[config.mk]
export PLATFORM = sky130hd
export DESIGN_NAME = cfpa_div_cell
export DESIGN_NICKNAME = d
export VERILOG_FILES = /design/src/cfpa_pkg.sv /design/src/cfpa_div_cell.sv
export SDC_FILE = /design/constraint.sdc
export NUM_CORES = 1
export LEC_CHECK = 0
export BUFFER_PORTS_ARGS = -buffer_cell sky130_fd_sc_hd__clkbuf_2
export CAP_MARGIN = 20
export CORE_AREA = 3 3 258 260
export DETAILED_ROUTE_END_ITERATION = 7
export DIE_AREA = 0 0 261 263
export HOLD_SLACK_MARGIN = 0.1
export PLACE_DENSITY_LB_ADDON = 0.2
export SLEW_MARGIN = 25
export SYNTH_ARGS = -nofsm -noshare
export SYNTH_HDL_FRONTEND = slang
export SYNTH_SLANG_ARGS = --single-unit
[constraint.sdc]
create_clock -name clk -period 9.8 [get_ports clk]
set_input_delay 1.96 -clock clk [delete_from_list [all_inputs] [get_ports clk]]
set_output_delay 1.96 -clock clk [all_outputs]
set_load 0.005 [all_outputs]
[src/cfpa_pkg.sv]
`timescale 1ns / 1ps
// ----------------------------------------------------------------------------
// cfpa_pkg
// Shared codes and the flag bundle that travels along the ALU pipeline.
// ----------------------------------------------------------------------------
package cfpa_pkg;

  localparam logic [2:0] ACT_ADD   = 3'd0;
  localparam logic [2:0] ACT_SUB   = 3'd1;
  localparam logic [2:0] ACT_MUL   = 3'd2;
  localparam logic [2:0] ACT_CDIV  = 3'd3;
  localparam logic [2:0] ACT_RDIV  = 3'd4;
  localparam logic [2:0] ACT_CONJ  = 3'd5;
  localparam logic [2:0] ACT_MODSQ = 3'd6;
  localparam logic [2:0] ACT_CMP   = 3'd7;

  localparam logic [1:0] ST_OK   = 2'd0;
  localparam logic [1:0] ST_DIVZ = 2'd1;
  localparam logic [1:0] ST_SAT  = 2'd2;

  localparam int DEN_BITS = 64;

  typedef struct packed {
    logic is_div;
    logic divz;
    logic eq;
    logic neg_re;
    logic neg_im;
    logic ovf_re;
    logic ovf_im;
  } flags_t;

endpackage

[src/cfpa_div_cell.sv]
`timescale 1ns / 1ps
// ----------------------------------------------------------------------------
// cfpa_div_cell
// One restoring-division cell: settles one quotient bit of both parts.
// ----------------------------------------------------------------------------
module cfpa_div_cell
  import cfpa_pkg::*;
#(
  parameter int XW  = 97,
  parameter int QW  = 33,
  parameter int BIT = 0
) (
  input  logic                clk,
  input  logic                rst_n,
  input  logic                in_valid,
  output logic                in_ready,
  input  flags_t              in_flags,
  input  logic [XW-1:0]       in_rem_re,
  input  logic [XW-1:0]       in_rem_im,
  input  logic [QW-1:0]       in_q_re,
  input  logic [QW-1:0]       in_q_im,
  input  logic [DEN_BITS-1:0] in_den,
  output logic                out_valid,
  input  logic                out_ready,
  output flags_t              out_flags,
  output logic [XW-1:0]       out_rem_re,
  output logic [XW-1:0]       out_rem_im,
  output logic [QW-1:0]       out_q_re,
  output logic [QW-1:0]       out_q_im,
  output logic [DEN_BITS-1:0] out_den
);

  logic                valid_r;
  flags_t              flags_r;
  logic [XW-1:0]       rem_re_r, rem_im_r, rem_re_nxt, rem_im_nxt, dsh;
  logic [QW-1:0]       q_re_r, q_im_r, q_re_nxt, q_im_nxt;
  logic [DEN_BITS-1:0] den_r;
  logic                take_re, take_im;

  assign in_ready = !valid_r || out_ready;

  always_comb begin
    dsh        = XW'(in_den) << BIT;
    take_re    = in_flags.is_div && !in_flags.ovf_re && (in_rem_re >= dsh);
    take_im    = in_flags.is_div && !in_flags.ovf_im && (in_rem_im >= dsh);
    rem_re_nxt = take_re ? in_rem_re - dsh : in_rem_re;
    rem_im_nxt = take_im ? in_rem_im - dsh : in_rem_im;
    q_re_nxt   = in_q_re;
    q_im_nxt   = in_q_im;
    q_re_nxt[BIT] = take_re;
    q_im_nxt[BIT] = take_im;
  end

  always_ff @(posedge clk) begin
    if (!rst_n) begin
      valid_r <= 1'b0;
    end else if (in_ready) begin
      valid_r <= in_valid;
    end
  end

  always_ff @(posedge clk) begin
    if (in_ready && in_valid) begin
      flags_r  <= in_flags;
      rem_re_r <= rem_re_nxt;
      rem_im_r <= rem_im_nxt;
      q_re_r   <= q_re_nxt;
      q_im_r   <= q_im_nxt;
      den_r    <= in_den;
    end
  end

  assign out_valid  = valid_r;
  assign out_flags  = flags_r;
  assign out_rem_re = rem_re_r;
  assign out_rem_im = rem_im_r;
  assign out_q_re   = q_re_r;
  assign out_q_im   = q_im_r;
  assign out_den    = den_r;

endmodule

Word level (Yosys, flattened, before mapping)
Index checks and enable logic that the tools add are counted.
{ "op_classes": {"n_addsub": 2, "magnitude_cmp": 2, "n_mux": 2, "reduce_logical": 9} }
{ "ops": {"columns": ["op", "n"], "rows": [
  ["greater-or-equal comparator 97 x 64 -> 1 bit", 2],
  ["2-to-1 mux 97 bit", 2],
  ["subtractor 97 x 64 -> 97 bit", 2],
  ["logical AND 1 bit", 5],
  ["zero test 1 bit", 3],
  ["logical OR 1 bit", 1]
]} }
{ "totals": {"register_bits": 332} }

Depth between registers and ports, before layout
{ "logic_depth": {"ltp_word": 4, "ltp_mapped": 15} }

Worst setup path after synthesis
OpenSTA, ideal clock, no wires.
{ "synth_path": {"kind": "input to register", "start": "input port out_ready", "end": "register den_r[0], in the netlist out_den[0], enable pin", "setup_ns": 0.736, "arrival_time_ns": 9.618, "required_time_ns": 9.064, "setup_slack_ns": -0.554, "stages": 2, "path_buffers": 0, "path_cell_list": "nand2b_1 -> and2_1"} }
{ "synth_via": {"elab_chain_cells": 2} }
{ "synth_lines": {"columns": ["element", "line", "text"], "rows": [
  ["from (decl)", "cfpa_div_cell.sv:24", "input logic out_ready,"],
  ["logical OR 1 bit", "cfpa_div_cell.sv:40", "assign in_ready = !valid_r || out_ready;"],
  ["logical AND 1 bit", "cfpa_div_cell.sv:63", "if (in_ready && in_valid) begin"],
  ["to (signal assigned)", "cfpa_div_cell.sv:69", "den_r <= in_den;"],
  ["to (decl)", "cfpa_div_cell.sv:37", "logic [DEN_BITS-1:0] den_r;"]
]} }
No other way between the ends.
A chain may end at the register's enable or synchronous reset.

Final worst setup path
{ "layout_path": {"start": "input port in_den[62]", "end": "register rem_im_r[89], in the netlist out_rem_im[89] (data pin)"} }
{ "layout_via": {"elab_chain_cells": 3, "elab_cells_between_ends": 4} }
{ "layout_lines": {"columns": ["element", "line", "text"], "rows": [
  ["from (decl)", "cfpa_div_cell.sv:22", "input logic [DEN_BITS-1:0] in_den,"],
  ["greater-or-equal comparator 97 x 64 -> 1 bit", "cfpa_div_cell.sv:45", "take_im = in_flags.is_div && !in_flags.ovf_im && (in_rem_im >= dsh);"],
  ["logical AND 1 bit", "cfpa_div_cell.sv:45", null],
  ["via take_im", "cfpa_div_cell.sv:38", "logic take_re, take_im;"],
  ["2-to-1 mux 97 bit", "cfpa_div_cell.sv:47", "rem_im_nxt = take_im ? in_rem_im - dsh : in_rem_im;"],
  ["via rem_im_nxt[89]", "cfpa_div_cell.sv:35", "logic [XW-1:0] rem_re_r, rem_im_r, rem_re_nxt, rem_im_nxt, dsh;"],
  ["to (signal assigned)", "cfpa_div_cell.sv:66", "rem_im_r <= rem_im_nxt;"],
  ["to (decl)", "cfpa_div_cell.sv:35", null]
]} }
The timed path passes the listed nets, and every way through them passes these cells.

==> flow_summary.toml <==
[status]
status = "finished, final reports clean"

[setup_path]
critPathMaxFanout = 126
critPathLaunch = "in_den[62]"
r2r_slack_ns = 7.30
critPathCaptureType = "flip-flop"
required_ns = 10.10
crit-reg2reg-launch = "out_valid"
crit_type = "input pin to flip-flop"
r2r_end = "out_q_re[14]"
crit_chain = "clkbuf_2 -> inv_1 -> ha_1 -> a21o_1 -> a2111oi_2 -> nand4_1 -> nor3_1 -> o21ai_1 -> or2_1 -> o21ai_4 -> buf_12 -> inv_2 -> and4_1 -> nand3_1 -> xnor2_1"
worst_path_largest_cell_delay_ns = 0.60
slowest_stage = "a2111oi_2"
worst_ep_arrival_time_ns = 6.01
rr_worst_depth = 3
startpoint_type = "input pin"

[global_route]
antenna_found_initial = 12
grt_util_all_layers_pct = 24.2
grt_pass1_vias = 19800
grt_pass1_wl_um = 125000
grt_max_degree = 141
grt_overflow = 0

[sta]
finalHoldViolCount = 0
finClkSkew_ns = 0.0109
fmax_mhz = 175
slew_violations = 0
tightest_slew_ns = 0.964
fin_crit_ns = 5.71
timing.final.crit_share_pct = 58.2
slew_headroom_pct = 35.7
fin_ws_ns = 4.09
setup_violations = 0
fin_tns_setup_ns = 0
grt_setup_unrepaired = "false"

[clock_network]
clock_latency_ns = 0.56
cts.repair.resized = 0
cts_buffers = 41
htree_levels = 2
cts.reportedPaths.clkPinSlew_ns = 0.06
cts_tree = "yes"
postCtsSetupRepairBufs = 0
max-clock-path-buffers = 3
ctsHoldBuffers = 0
cts_sinks = 332
ctsRootBufferMaster = "clkbuf_16"

[routing]
drt-total-wl_um = 86600
drc_errors = 0
post_drt_wl_per_cell_um = 23.2
viasPerCell = 5.38
drt_iter0_markers = 1828
ant_nets = 0
vias = 20100
first_pass_iters = 6

[hold_path]
hold_class = "flip-flop to flip-flop"
min_delay_path_depth = 2
min_to = "out_valid"
hold_start = "out_valid"

[logic_synthesis]
synth_top_area_share_pct = 46.2
synthMuxAreaShare_pct = 0
synth_adder_area_share_pct = 7.63
syn_area_um2 = 21500
seq_area_frac_synth_pct = 46.3
synth_simple_gate_area_share_pct = 16.4
synth_top_family_by_area = "compound AO/OA/AOI/OAI gates"
async_reset_ff_share_pct = 0
synthCells = 2225
synth_edf_count = 331
yosysWarnings = 0
syn_nets = 2690
ys_seq_elements = 332
synth_area_leaders = "edfxtp_1 (46%), ha_1 (7.4%), o21ai_0 (5.4%)"
synthXorXnorAreaFrac_pct = 7.45
yosysUniqueCellTypes = 82
synth_largest_area_cell = "edfxtp_1"
synth_top_flop_cell = "edfxtp_1"
avgSynthCellArea_um2 = 9.66
synth_compound_area_share_pct = 18.5

[final_layout]
final_nets = 3314
syn2layout_area_growth_pct = 25.3
regArea_um2 = 9960
multi_input_area_um2 = 10800
fin_util_pct = 41.9
drive_above_1_share_pct = 26.6
n_fill_cell = 6436

[placement]
place_ws_ns = 3.45
port_buffers = 665
place.gp.congestion = 0.941
dp_hpwl_um = 71500

[pwr]
p_int_mw = 2.93
irDropWorstVdd_mv = 0.113
power_density_nw_per_um2 = 155
p_leak_nw = 11.5
combPwrFrac_pct = 23.4
p_sw_share_pct = 30.1
p_seq_share_pct = 41.1
clockPowerShare_pct = 35.5
p_sw_mw = 1.26

[floorplanning]
die_h_um = 263
start_util_pct = 33.4
dieArea_um2 = 68600
rows = 93
core_area_um2 = 64300
io_pins = 668
die_w_um = 261

[run]
max_cap_violations = 0
-- worst max-delay path by stage --
| stage | slack [ns] | to | cells past startpoint |
|---|---|---|---|
| after detailed placement | 3.45 | out_rem_im[89] | 15 |
| final | 4.09 | out_rem_im[89] | 15 |
| after CTS | 4.05 | out_rem_im[89] | 15 |
| after global placement | 3.43 | out_rem_im[89] | 15 |
| after floorplan | 3.19 | out_den[0] | 2 |
| after global routing | 3.84 | out_rem_im[89] | 15 |
-- worst max-delay path, delay by kind of cell --
family | cells | cell delay, ns
AND/OR/NAND/NOR | 5 | 1.29
buffers and inverters | 4 | 0.89
adder cells (fa/ha/maj) | 1 | 0.34
XOR/XNOR | 1 | 0.08
AO/OA/AOI/OAI | 4 | 1.37
-- layout make-up --
| type | count | area share [%] |
|---|---|---|
| inverter | 107 | 1.49 |
| timing repair buffer | 676 | 12.7 |
| clock inverter | 24 | 0.859 |
| tap | 855 | 3.97 |
| multi-input combinational | 1691 | 40.0 |
| sequential | 332 | 37.0 |
| antenna | 8 | 0.0743 |
| clock buffer | 47 | 3.93 |
-- power groups by stage --
stage          clock network [mW]  logic (mW)  registers, mW
4_1_cts                      1.53       0.974           1.72
5_1_grt                      1.59        1.07           1.73
2_1_floorplan                   0       0.540           1.77
3_3_place_gp                    0       0.963           1.75
6_report                     1.49       0.981           1.72
3_5_place_dp                    0       0.967           1.75
-- layout by cell type (no fill, tap or decap), types with 9 or more instances in the layout --
cell type	count
inv_1	105
o21ai_0	232
nor3_1	58
edfxtp_1	331
xnor2_1	85
a21o_1	52
a21boi_0	14
o31ai_1	13
xor2_1	98
ha_1	128
a21oi_1	176
buf_4	9
nand3_1	45
nand2b_1	23
clkbuf_2	665
nor4_1	33
o211ai_1	10
o21bai_1	28
a211oi_1	16
and3_1	16
a31oi_1	13
and4_1	9
clkbuf_16	41
nand4_1	44
or4_1	17
or3_1	20
nand2_1	302
nor2_1	109
nor2b_1	13
o21a_1	20
-- metal layers --
| layer | share of wire [%] | track usage [%] | vias to the layer above |
|---|---|---|---|
| met5 | 0.070 | 0 | - |
| met2 | 48 | 41.6 | 906 |
| li1 | - | - | 9529 |
| met1 | 40 | 30.2 | 9526 |
| met4 | 3.2 | 7.25 | 8 |
| met3 | 8.8 | 5.48 | 144 |
-- flip-flops by register name, indices dropped and copies added (netlist names) --
| name | cells |
|---|---|
| out_q_im | 33 |
| out_q_re | 33 |
| out_valid | 1 |
| out_rem_im | 97 |
| out_den | 64 |
| out_rem_re | 97 |
| out_flags | 7 |
-- through the flow --
stage	power (mW)	std cells	instance area, µm²	hold WS, ns
after global routing	4.39	3736	26900	0.613
final	4.19	3740	27000	0.579
after detailed placement	2.72	3661	25600	0.572
after floorplan	2.31	2225	21500	0.536
after CTS	4.23	3732	26900	0.579
after global placement	2.71	3661	25600	0.553
-- Yosys cell counts (10+ instances only) --
cell type	n
and3_1	16
edfxtp_1	331
buf_2	12
nor3_1	58
o211ai_1	10
a21oi_1	176
o31ai_1	13
o21bai_1	28
inv_1	105
ha_1	128
or4_1	17
a211oi_1	16
o21ai_0	232
a31oi_1	13
or3_1	20
nand2b_1	23
a21o_1	52
a21boi_0	14
nor2_1	109
nand3_1	45
xnor2_1	85
o21a_1	20
clkbuf_1	74
xor2_1	98
nor2b_1	13
nand2_1	302
nor4_1	35
nand4_1	44
-- cells by family (layout without fill, tap and decap cells) --
logic type | Yosys count | in the layout
xor gates and xnor gates | 183 | 183
AOI/OAI and AO/OA | 649 | 649
buffers and inverters | 202 | 854
other | 0 | 8
DFF | 332 | 332
adders and majority gates | 130 | 130
and+or+nand+nor | 729 | 729
Power figures use the tool's default switching activity.
