--- src/cfpa_pkg.sv ---
`timescale 1ns / 1ps
// ----------------------------------------------------------------------------
// cfpa_pkg
// Shared codes and the flag bundle that travels along the ALU pipeline.
// ----------------------------------------------------------------------------
package cfpa_pkg;

  localparam logic [2:0] ACT_ADD   = 3'd0;
  localparam logic [2:0] ACT_SUB   = 3'd1;
  localparam logic [2:0] ACT_MUL   = 3'd2;
  localparam logic [2:0] ACT_CDIV  = 3'd3;
  localparam logic [2:0] ACT_RDIV  = 3'd4;
  localparam logic [2:0] ACT_CONJ  = 3'd5;
  localparam logic [2:0] ACT_MODSQ = 3'd6;
  localparam logic [2:0] ACT_CMP   = 3'd7;

  localparam logic [1:0] ST_OK   = 2'd0;
  localparam logic [1:0] ST_DIVZ = 2'd1;
  localparam logic [1:0] ST_SAT  = 2'd2;

  localparam int DEN_BITS = 64;

  typedef struct packed {
    logic is_div;
    logic divz;
    logic eq;
    logic neg_re;
    logic neg_im;
    logic ovf_re;
    logic ovf_im;
  } flags_t;

endpackage

--- src/cfpa_if.sv ---


interface cfpa_out_if;
  logic               valid;
  logic               ready;
  logic signed [31:0] res_re;
  logic signed [31:0] res_im;
  logic               equal;
  logic        [1:0]  status;
  modport source (output valid, res_re, res_im, equal, status, input ready);
  modport sink   (input valid, res_re, res_im, equal, status, output ready);
endinterface

--- src/cfpa_out.sv ---
`timescale 1ns / 1ps
// ----------------------------------------------------------------------------
// cfpa_out
// Last pipeline cell: saturates both parts, sets the status and holds the
// result until it is transferred.
// ----------------------------------------------------------------------------
module cfpa_out
  import cfpa_pkg::*;
#(
  parameter int XW       = 97,
  parameter int QW       = 33,
  parameter int RES_BITS = 32
) (
  input  logic          clk,
  input  logic          rst_n,
  input  logic          in_valid,
  output logic          in_ready,
  input  flags_t        in_flags,
  input  logic [XW-1:0] in_rem_re,
  input  logic [XW-1:0] in_rem_im,
  input  logic [QW-1:0] in_q_re,
  input  logic [QW-1:0] in_q_im,
  cfpa_out_if.source    out_ch
);

  localparam logic [XW-1:0] LIM = (XW'(1) << (RES_BITS - 1)) - XW'(1);

  logic                       valid_r, equal_r;
  logic signed [31:0]         re_r, im_r;
  logic [1:0]                 status_r, status_nxt;
  logic [XW-1:0]              mag_re, mag_im;
  logic                       sat_re, sat_im;
  logic signed [RES_BITS-1:0] v_re, v_im;

  function automatic logic signed [RES_BITS-1:0] clamp(input logic neg,
                                                       input logic sat,
                                                       input logic [XW-1:0] mag);
    logic signed [RES_BITS-1:0] lo;
    lo = signed'(mag[RES_BITS-1:0]);
    if (sat) begin
      clamp = neg ? signed'({1'b1, {(RES_BITS - 1){1'b0}}})
                  : signed'({1'b0, {(RES_BITS - 1){1'b1}}});
    end else begin
      clamp = neg ? -lo : lo;
    end
  endfunction

  assign in_ready = !valid_r || out_ch.ready;

  always_comb begin
    mag_re = in_flags.is_div ? XW'(in_q_re) : in_rem_re;
    mag_im = in_flags.is_div ? XW'(in_q_im) : in_rem_im;
    sat_re = in_flags.ovf_re ||
             (in_flags.neg_re ? (mag_re > LIM + XW'(1)) : (mag_re > LIM));
    sat_im = in_flags.ovf_im ||
             (in_flags.neg_im ? (mag_im > LIM + XW'(1)) : (mag_im > LIM));
    v_re   = clamp(in_flags.neg_re, sat_re, mag_re);
    v_im   = clamp(in_flags.neg_im, sat_im, mag_im);
    if (in_flags.divz) begin
      status_nxt = ST_DIVZ;
    end else if (sat_re || sat_im) begin
      status_nxt = ST_SAT;
    end else begin
      status_nxt = ST_OK;
    end
  end

  always_ff @(posedge clk) begin
    if (!rst_n) begin
      valid_r <= 1'b0;
    end else if (in_ready) begin
      valid_r <= in_valid;
    end
  end

  always_ff @(posedge clk) begin
    if (in_ready && in_valid) begin
      re_r     <= 32'(v_re);
      im_r     <= 32'(v_im);
      equal_r  <= in_flags.eq;
      status_r <= status_nxt;
    end
  end

  assign out_ch.valid  = valid_r;
  assign out_ch.res_re = re_r;
  assign out_ch.res_im = im_r;
  assign out_ch.equal  = equal_r;
  assign out_ch.status = status_r;

endmodule
--- src/flat_wrapper.sv ---
// flat-port wrapper written by rule: the top's interface ports become plain ports
module cfpa_out_flat import cfpa_pkg::*;
#(
  parameter int XW       = 97,
  parameter int QW       = 33,
  parameter int RES_BITS = 32
)
  (clk, rst_n, in_valid, in_ready, in_flags, in_rem_re, in_rem_im, in_q_re, in_q_im, out_ch_valid, out_ch_res_re, out_ch_res_im, out_ch_equal, out_ch_status, out_ch_ready);
  cfpa_out_if out_ch_i ();
  input  logic clk;
  input  logic rst_n;
  input  logic in_valid;
  output logic in_ready;
  input  flags_t in_flags;
  input  logic [XW-1:0] in_rem_re;
  input  logic [XW-1:0] in_rem_im;
  input  logic [QW-1:0] in_q_re;
  input  logic [QW-1:0] in_q_im;
  output wire logic [$bits(out_ch_i.valid)-1:0] out_ch_valid;
  output wire logic [$bits(out_ch_i.res_re)-1:0] out_ch_res_re;
  output wire logic [$bits(out_ch_i.res_im)-1:0] out_ch_res_im;
  output wire logic [$bits(out_ch_i.equal)-1:0] out_ch_equal;
  output wire logic [$bits(out_ch_i.status)-1:0] out_ch_status;
  input wire logic [$bits(out_ch_i.ready)-1:0] out_ch_ready;
  assign out_ch_valid = out_ch_i.valid;
  assign out_ch_res_re = out_ch_i.res_re;
  assign out_ch_res_im = out_ch_i.res_im;
  assign out_ch_equal = out_ch_i.equal;
  assign out_ch_status = out_ch_i.status;
  assign out_ch_i.ready = out_ch_ready;
  cfpa_out #(.XW(XW), .QW(QW), .RES_BITS(RES_BITS)) u_core (.clk(clk), .rst_n(rst_n), .in_valid(in_valid), .in_ready(in_ready), .in_flags(in_flags), .in_rem_re(in_rem_re), .in_rem_im(in_rem_im), .in_q_re(in_q_re), .in_q_im(in_q_im), .out_ch(out_ch_i));
endmodule
--- config.mk ---
export PLATFORM = sky130hd
export DESIGN_NAME = cfpa_out_flat
export DESIGN_NICKNAME = d
export VERILOG_FILES = /design/src/cfpa_pkg.sv /design/src/cfpa_if.sv /design/src/cfpa_out.sv /design/src/flat_wrapper.sv
export SDC_FILE = /design/constraint.sdc
export NUM_CORES = 1
export LEC_CHECK = 0
export BUFFER_PORTS_ARGS = -buffer_cell sky130_fd_sc_hd__buf_2
export CAP_MARGIN = 25
export CELL_PAD_IN_SITES_DETAIL_PLACEMENT = 0
export CELL_PAD_IN_SITES_GLOBAL_PLACEMENT = 1
export CORE_MARGIN = 2
export CORE_UTILIZATION = 35
export DETAILED_ROUTE_END_ITERATION = 6
export PLACE_DENSITY = 0.89
export SLEW_MARGIN = 20
export SYNTH_ARGS = -nofsm -noshare
export SYNTH_HDL_FRONTEND = slang
export SYNTH_SLANG_ARGS = --single-unit
--- constraint.sdc ---
create_clock -name clk -period 7.15 [get_ports clk]
set_input_delay 0 -clock clk [delete_from_list [all_inputs] [get_ports clk]]
set_output_delay 0 -clock clk [all_outputs]
set_load 0.01 [all_outputs]
Yosys cells after proc, flatten, opt, wreduce, memory -nomap -nowiden
Index checks and enable logic that the tools add are counted.

Register bits after elaboration: 68. Input port bits: 271. Output and inout port bits: 69. Logic and storage cells: 28.

Add/subtract/negate cells: 2. Magnitude comparators: 4. Multiplexer cells: 11. Reduce and logical (&&, ||, !) cells: 6.

Operators by type and width (count): 97-bit by 31-bit > comparator with 1-bit output, second input constant (2); 97-bit by 32-bit > comparator with 1-bit output, second input constant (2); 97-bit 2-to-1 mux (2); 32-bit 2-to-1 mux (6); 32-bit negator (2); 1-bit logical OR (4); 1-bit 2-to-1 mux (2); 2-bit 2-to-1 mux (1); 1-bit logical AND (1); 1-bit logical NOT (1).

Logic depth before layout (Yosys ltp)
Word-level depth: 6. Mapped depth: 18. Gate-level depth less buffers: 9.

Least setup slack after synthesis
OpenSTA, ideal clock, no wires.

Kind: input -> register. Start point: input in_flags[6] (netlist name). End point: register u_core.im_r[28], in the netlist u_core.out_ch.res_im[28], data pin. Setup time: 0.158 ns. Data arrival time: 3.489 ns. Data required time: 6.992 ns. Setup slack: 3.502 ns. Stages on the path: 17. Path buffers: 9. Path through: buf_2 > buf_4 > buf_6 > buf_4 > buf_2 > buf_2 > buf_2 > buf_2 > mux2_2 > ha_1 > nor3_1 > o2111ai_1 > o31ai_1 > nor3_2 > buf_2 > a31o_2 > a22oi_1.

Cells in the longest elaborated chain, start to end: 5. Elaborated cells on any way between the ends: 8. Those cells by class: add/sub (1); order compare (2); mux (4); reduce/logical (1).

RTL lines: start: declaration (RTL line flat_wrapper.sv:14) `input flags_t in_flags;`; 97-bit 2-to-1 mux * (RTL line cfpa_out.sv:52) `mag_im = in_flags.is_div ? XW'(in_q_im) : in_rem_im;`; 97-bit by 31-bit > comparator with 1-bit output or 97-bit by 32-bit > comparator with 1-bit output (tied branches) (RTL line cfpa_out.sv:56) `(in_flags.neg_im ? (mag_im > LIM + XW'(1)) : (mag_im > LIM));`; 1-bit 2-to-1 mux (RTL line cfpa_out.sv:56); 1-bit logical OR (RTL line cfpa_out.sv:55) `sat_im = in_flags.ovf_im ||`; 32-bit 2-to-1 mux * (RTL line cfpa_out.sv:40) `if (sat) begin`; named net u_core.v_im[28] (RTL line cfpa_out.sv:33) `logic signed [RES_BITS-1:0] v_re, v_im;`; end signal: assignment (RTL line cfpa_out.sv:79) `im_r <= 32'(v_im);`; end: declaration (RTL line cfpa_out.sv:29) `logic signed [31:0] re_r, im_r;`.

Mark *: on every way through the listed nets, which the timed path passes. The rest lies on a longest branch. A chain may end at the register's enable or synchronous reset.

Final worst setup path
Start point: input in_flags[6] (netlist name). End point: register u_core.status_r[1], in the netlist u_core.out_ch.status[1], data pin.

Cells in the longest elaborated chain, start to end: 6. Elaborated cells on any way between the ends: 12. Those cells by class: order compare (4); mux (5); reduce/logical (3).

RTL lines: 97-bit 2-to-1 mux (on tied branches) (RTL line cfpa_out.sv:51, cfpa_out.sv:52); 97-bit by 31-bit > comparator with 1-bit output, or another cell as far along (RTL line cfpa_out.sv:54) `(in_flags.neg_re ? (mag_re > LIM + XW'(1)) : (mag_re > LIM));`; 1-bit 2-to-1 mux (on tied branches) (RTL line cfpa_out.sv:54, cfpa_out.sv:56); 1-bit logical OR (on tied branches) (RTL line cfpa_out.sv:53, cfpa_out.sv:55); 1-bit logical OR * (RTL line cfpa_out.sv:61) `end else if (sat_re || sat_im) begin`; 2-bit 2-to-1 mux * (RTL line cfpa_out.sv:61); end signal: assignment (RTL line cfpa_out.sv:81) `status_r <= status_nxt;`; end: declaration (RTL line cfpa_out.sv:30) `logic [1:0] status_r, status_nxt;`.

Mark *: on every way between the ends. The rest lies on a longest branch, timed or not.

==> impl_metrics.tcl <==
set metrics [dict create \
    outcome "finished, final reports clean" \
    vias_per_cell 5.84 \
    synth_edf_count 67 \
    drt_pre_antenna_iters 5 \
    die_x_microns 138 \
    h-tree-depth 3 \
    core-area_sq_um 17800 \
    grt_pass1_wl_mm 38.4 \
    rsz0062_at_grt "false" \
    initial_core_util_pct 35.4 \
    required_ps 7210 \
    r2r_start "u_core.out_ch.valid$_SDFFE_PN0N_" \
    grt_pass1_vias 6989 \
    cpPeakStageDelay_ps 820 \
    fillers 1773 \
    die_y_microns 138 \
    ys_types 73 \
    path_buf_inv 3 \
    p_leak_nw 3.58 \
    setup_viol_count_final 0 \
    power_frac_comb_pct 28.0 \
    hpwl_mm 19.8 \
    min_from "in_rem_im[5]" \
    drive_above_1_share_pct 37.5 \
    crit_arrival_ps 4000 \
    area_growth_pct 34.0 \
    grt_overflow 0 \
    cp-start-kind "primary input" \
    fin_ws_ps 3210 \
    worstSetupPathType "in -> reg" \
    drv_cap 0 \
    slowest_stage "buf_4" \
    pwr-share-clk_pct 32.8 \
    cpLargestDelayFamily "buffers and inverters" \
    critPathMaxFanout 81 \
    fin_tns_setup_ps 0 \
    die_area_sq_um 19100 \
    clkTransAtPathRegs_ps 60 \
    ys_warn_count 0 \
    swShare_pct 31.1 \
    syn_area_sq_um 6290 \
    cts_tree "yes" \
    clock_path_buffers 2 \
    fin_cells 1277 \
    p_int_w 0.000846 \
    p_total_w 0.00123 \
    synthCells 723 \
    antenna_found_initial 3 \
    fin_skew_ps 6.98 \
    grtUsageTotal_pct 25.4 \
    clock-root-buffer "clkbuf_16" \
    cts_inserted_buffers 9 \
    p_switching_w 0.000382 \
    drc 0 \
    async_reset_ff_share_pct 0 \
    nNetsFinal 1317 \
    yosysTopAreaCellShare_pct 32.0 \
    power_frac_seq_pct 39.2 \
    min_period_ps 3940 \
    synth_ff_type "edfxtp_1" \
    slew_headroom_pct 35.9 \
    crit_start "in_flags[6]" \
    p_per_area_nw_per_um2 146 \
    fin_area_sq_um 8430 \
    cts.sinks 68 \
    wl_per_cell_microns 20.0 \
    grt_max_degree 82 \
    period_share_pct 55.2 \
    num_io_pins 340 \
    hold_path_class "in -> reg" \
    crit_chain "buf_6 -> buf_4 -> mux2i_1 -> ha_1 -> o221ai_1 -> nor4_2 -> nand3_1 -> a211o_1 -> buf_4 -> mux2i_1 -> a21oi_1" \
    crit_path_end_kind "register" \
    maxSlewViolCount 0 \
    max_freq_mhz 254 \
    antenna_left 0 \
    timing.final.hold_violations 0 \
    yosys_register_bits 68 \
    synth.yosys.seq_area_share_pct 32.3 \
    syn_avg_cell_area_sq_um 8.70 \
    synthesis.nets 998 \
    drt-total-wl_mm 25.5 \
    place_congestion 0.906 \
    placedCellCount 1255 \
    max_slew.worst_pin.slew_ps 961 \
    synthTopCellsByArea "edfxtp_1, mux2i_1, nor4_1" \
    io_buffers 339 \
    place_area_sq_um 8120 \
    rows 49 \
    yosysTopAreaCell "edfxtp_1" \
    drt_iter0_drc 890 \
    vias 7452 \
    post-place-ws_ps 2830 \
    clk_latency_ps 340 \
    peakVddDrop_mv 0.106 \
    cts.repair.resized 0 \
]
## cell usage after synthesis (8+ instances only)
library cell / instances
o21ai_1: 14
nor3_1: 47
o21a_1: 9
clkbuf_1: 18
nand2_1: 41
nor2_1: 64
o21ai_0: 15
nor4_1: 44
buf_2: 17
nor3b_1: 13
mux2_2: 20
mux2i_1: 63
a21o_1: 13
nand4_1: 21
edfxtp_1: 67
a22oi_1: 8
inv_1: 13
and3_1: 11
o22ai_1: 27
nor2b_1: 15
a21oi_1: 29
nand3_1: 28
## layer usage
metal | up-vias | wire length (microns) | global-route usage (%)
met4 | 2 | 1200 | 12.9
met5 | - | 13 | 0
met1 | 3429 | 9920 | 32.0
met2 | 448 | 12100 | 41.8
li1 | 3510 | - | -
met3 | 63 | 2270 | 4.92
## cells in the final DEF (no fill, tap or decap), types with 9 or more instances in the layout
cell type  instances
a21o_1            13
a21oi_1           29
and3_1            11
buf_2            338
clkbuf_16          9
edfxtp_1          67
inv_1             13
mux2_2            20
mux2i_1           63
nand2_1           41
nand3_1           28
nand4_1           21
nor2_1            64
nor2b_1           15
nor3_1            47
nor3b_1           13
nor4_1            44
o21a_1             9
o21ai_0           15
o21ai_1           14
o22ai_1           27
## cells by family (layout without fill, tap and decap cells)
group,after synthesis,after routing,synth area share (%)
other cells,0,2,0
mux,85,85,14.0
flops,68,68,32.3
fa+ha+maj,4,4,0.795
xor+xnor,3,3,0.418
simple gates,329,329,28.7
buf+inv,56,379,4.10
compound gates,178,178,19.8
## stage by stage
step	utilization, %	hold WS (ps)
6_report	47.4	112
5_1_grt	47.4	143
4_1_cts	47.3	104
3_5_place_dp	45.7	224
3_3_place_gp	45.7	213
2_1_floorplan	-	98.9
## flip-flops by register name (all words and copies together) (netlist names)
name,count
u_core.out_ch.res_im,32
u_core.out_ch.res_re,32
u_core.out_ch.status,2
u_core.out_ch.equal,1
u_core.out_ch.valid,1
## final cells by class
type,count,area [sq um],area share [%]
multi-input cells,599,4010,47.5
flip-flops and latches,68,2030,24.1
repair buffers,349,1800,21.3
well taps,229,287,3.40
clock buffers,11,233,2.76
inverters,15,56.3,0.668
clock inverters,4,17.5,0.208
diodes,2,5.00,0.0594
## timing repair
item,in CTS,in global routing
buffers inserted,0,0
hold buffers,4,0
setup endpoints to repair,0,0
hold endpoints to repair,4,0
## final timing paths
check	cells past startpoint	slack (ps)	end
worst max-delay path	11	3210	u_core.out_ch.status[1]$_SDFFCE_PP0P_
worst min-delay path	3	110	u_core.out_ch.res_im[5]$_DFFE_PP_
worst max register to register	3	5450	u_core.out_ch.equal$_DFFE_PP_
worst min register to register	3	1090	u_core.out_ch.valid$_SDFFE_PN0N_
## worst min-delay path, cell delays in order
cell,delay [ps]
buf_2,110
mux2i_1,90
a21oi_1,130
## power by group through the flow
stage / sequential [W] / clock [W] / combinational (W)
after floorplan: 0.000502 / 0 / 0.000160
after global placement: 0.000490 / 0 / 0.000334
after detailed placement: 0.000490 / 0 / 0.000336
after CTS: 0.000482 / 0.000412 / 0.000340
after global routing: 0.000484 / 0.000428 / 0.000374
final: 0.000481 / 0.000403 / 0.000343
(Power assumes the default switching activity.)
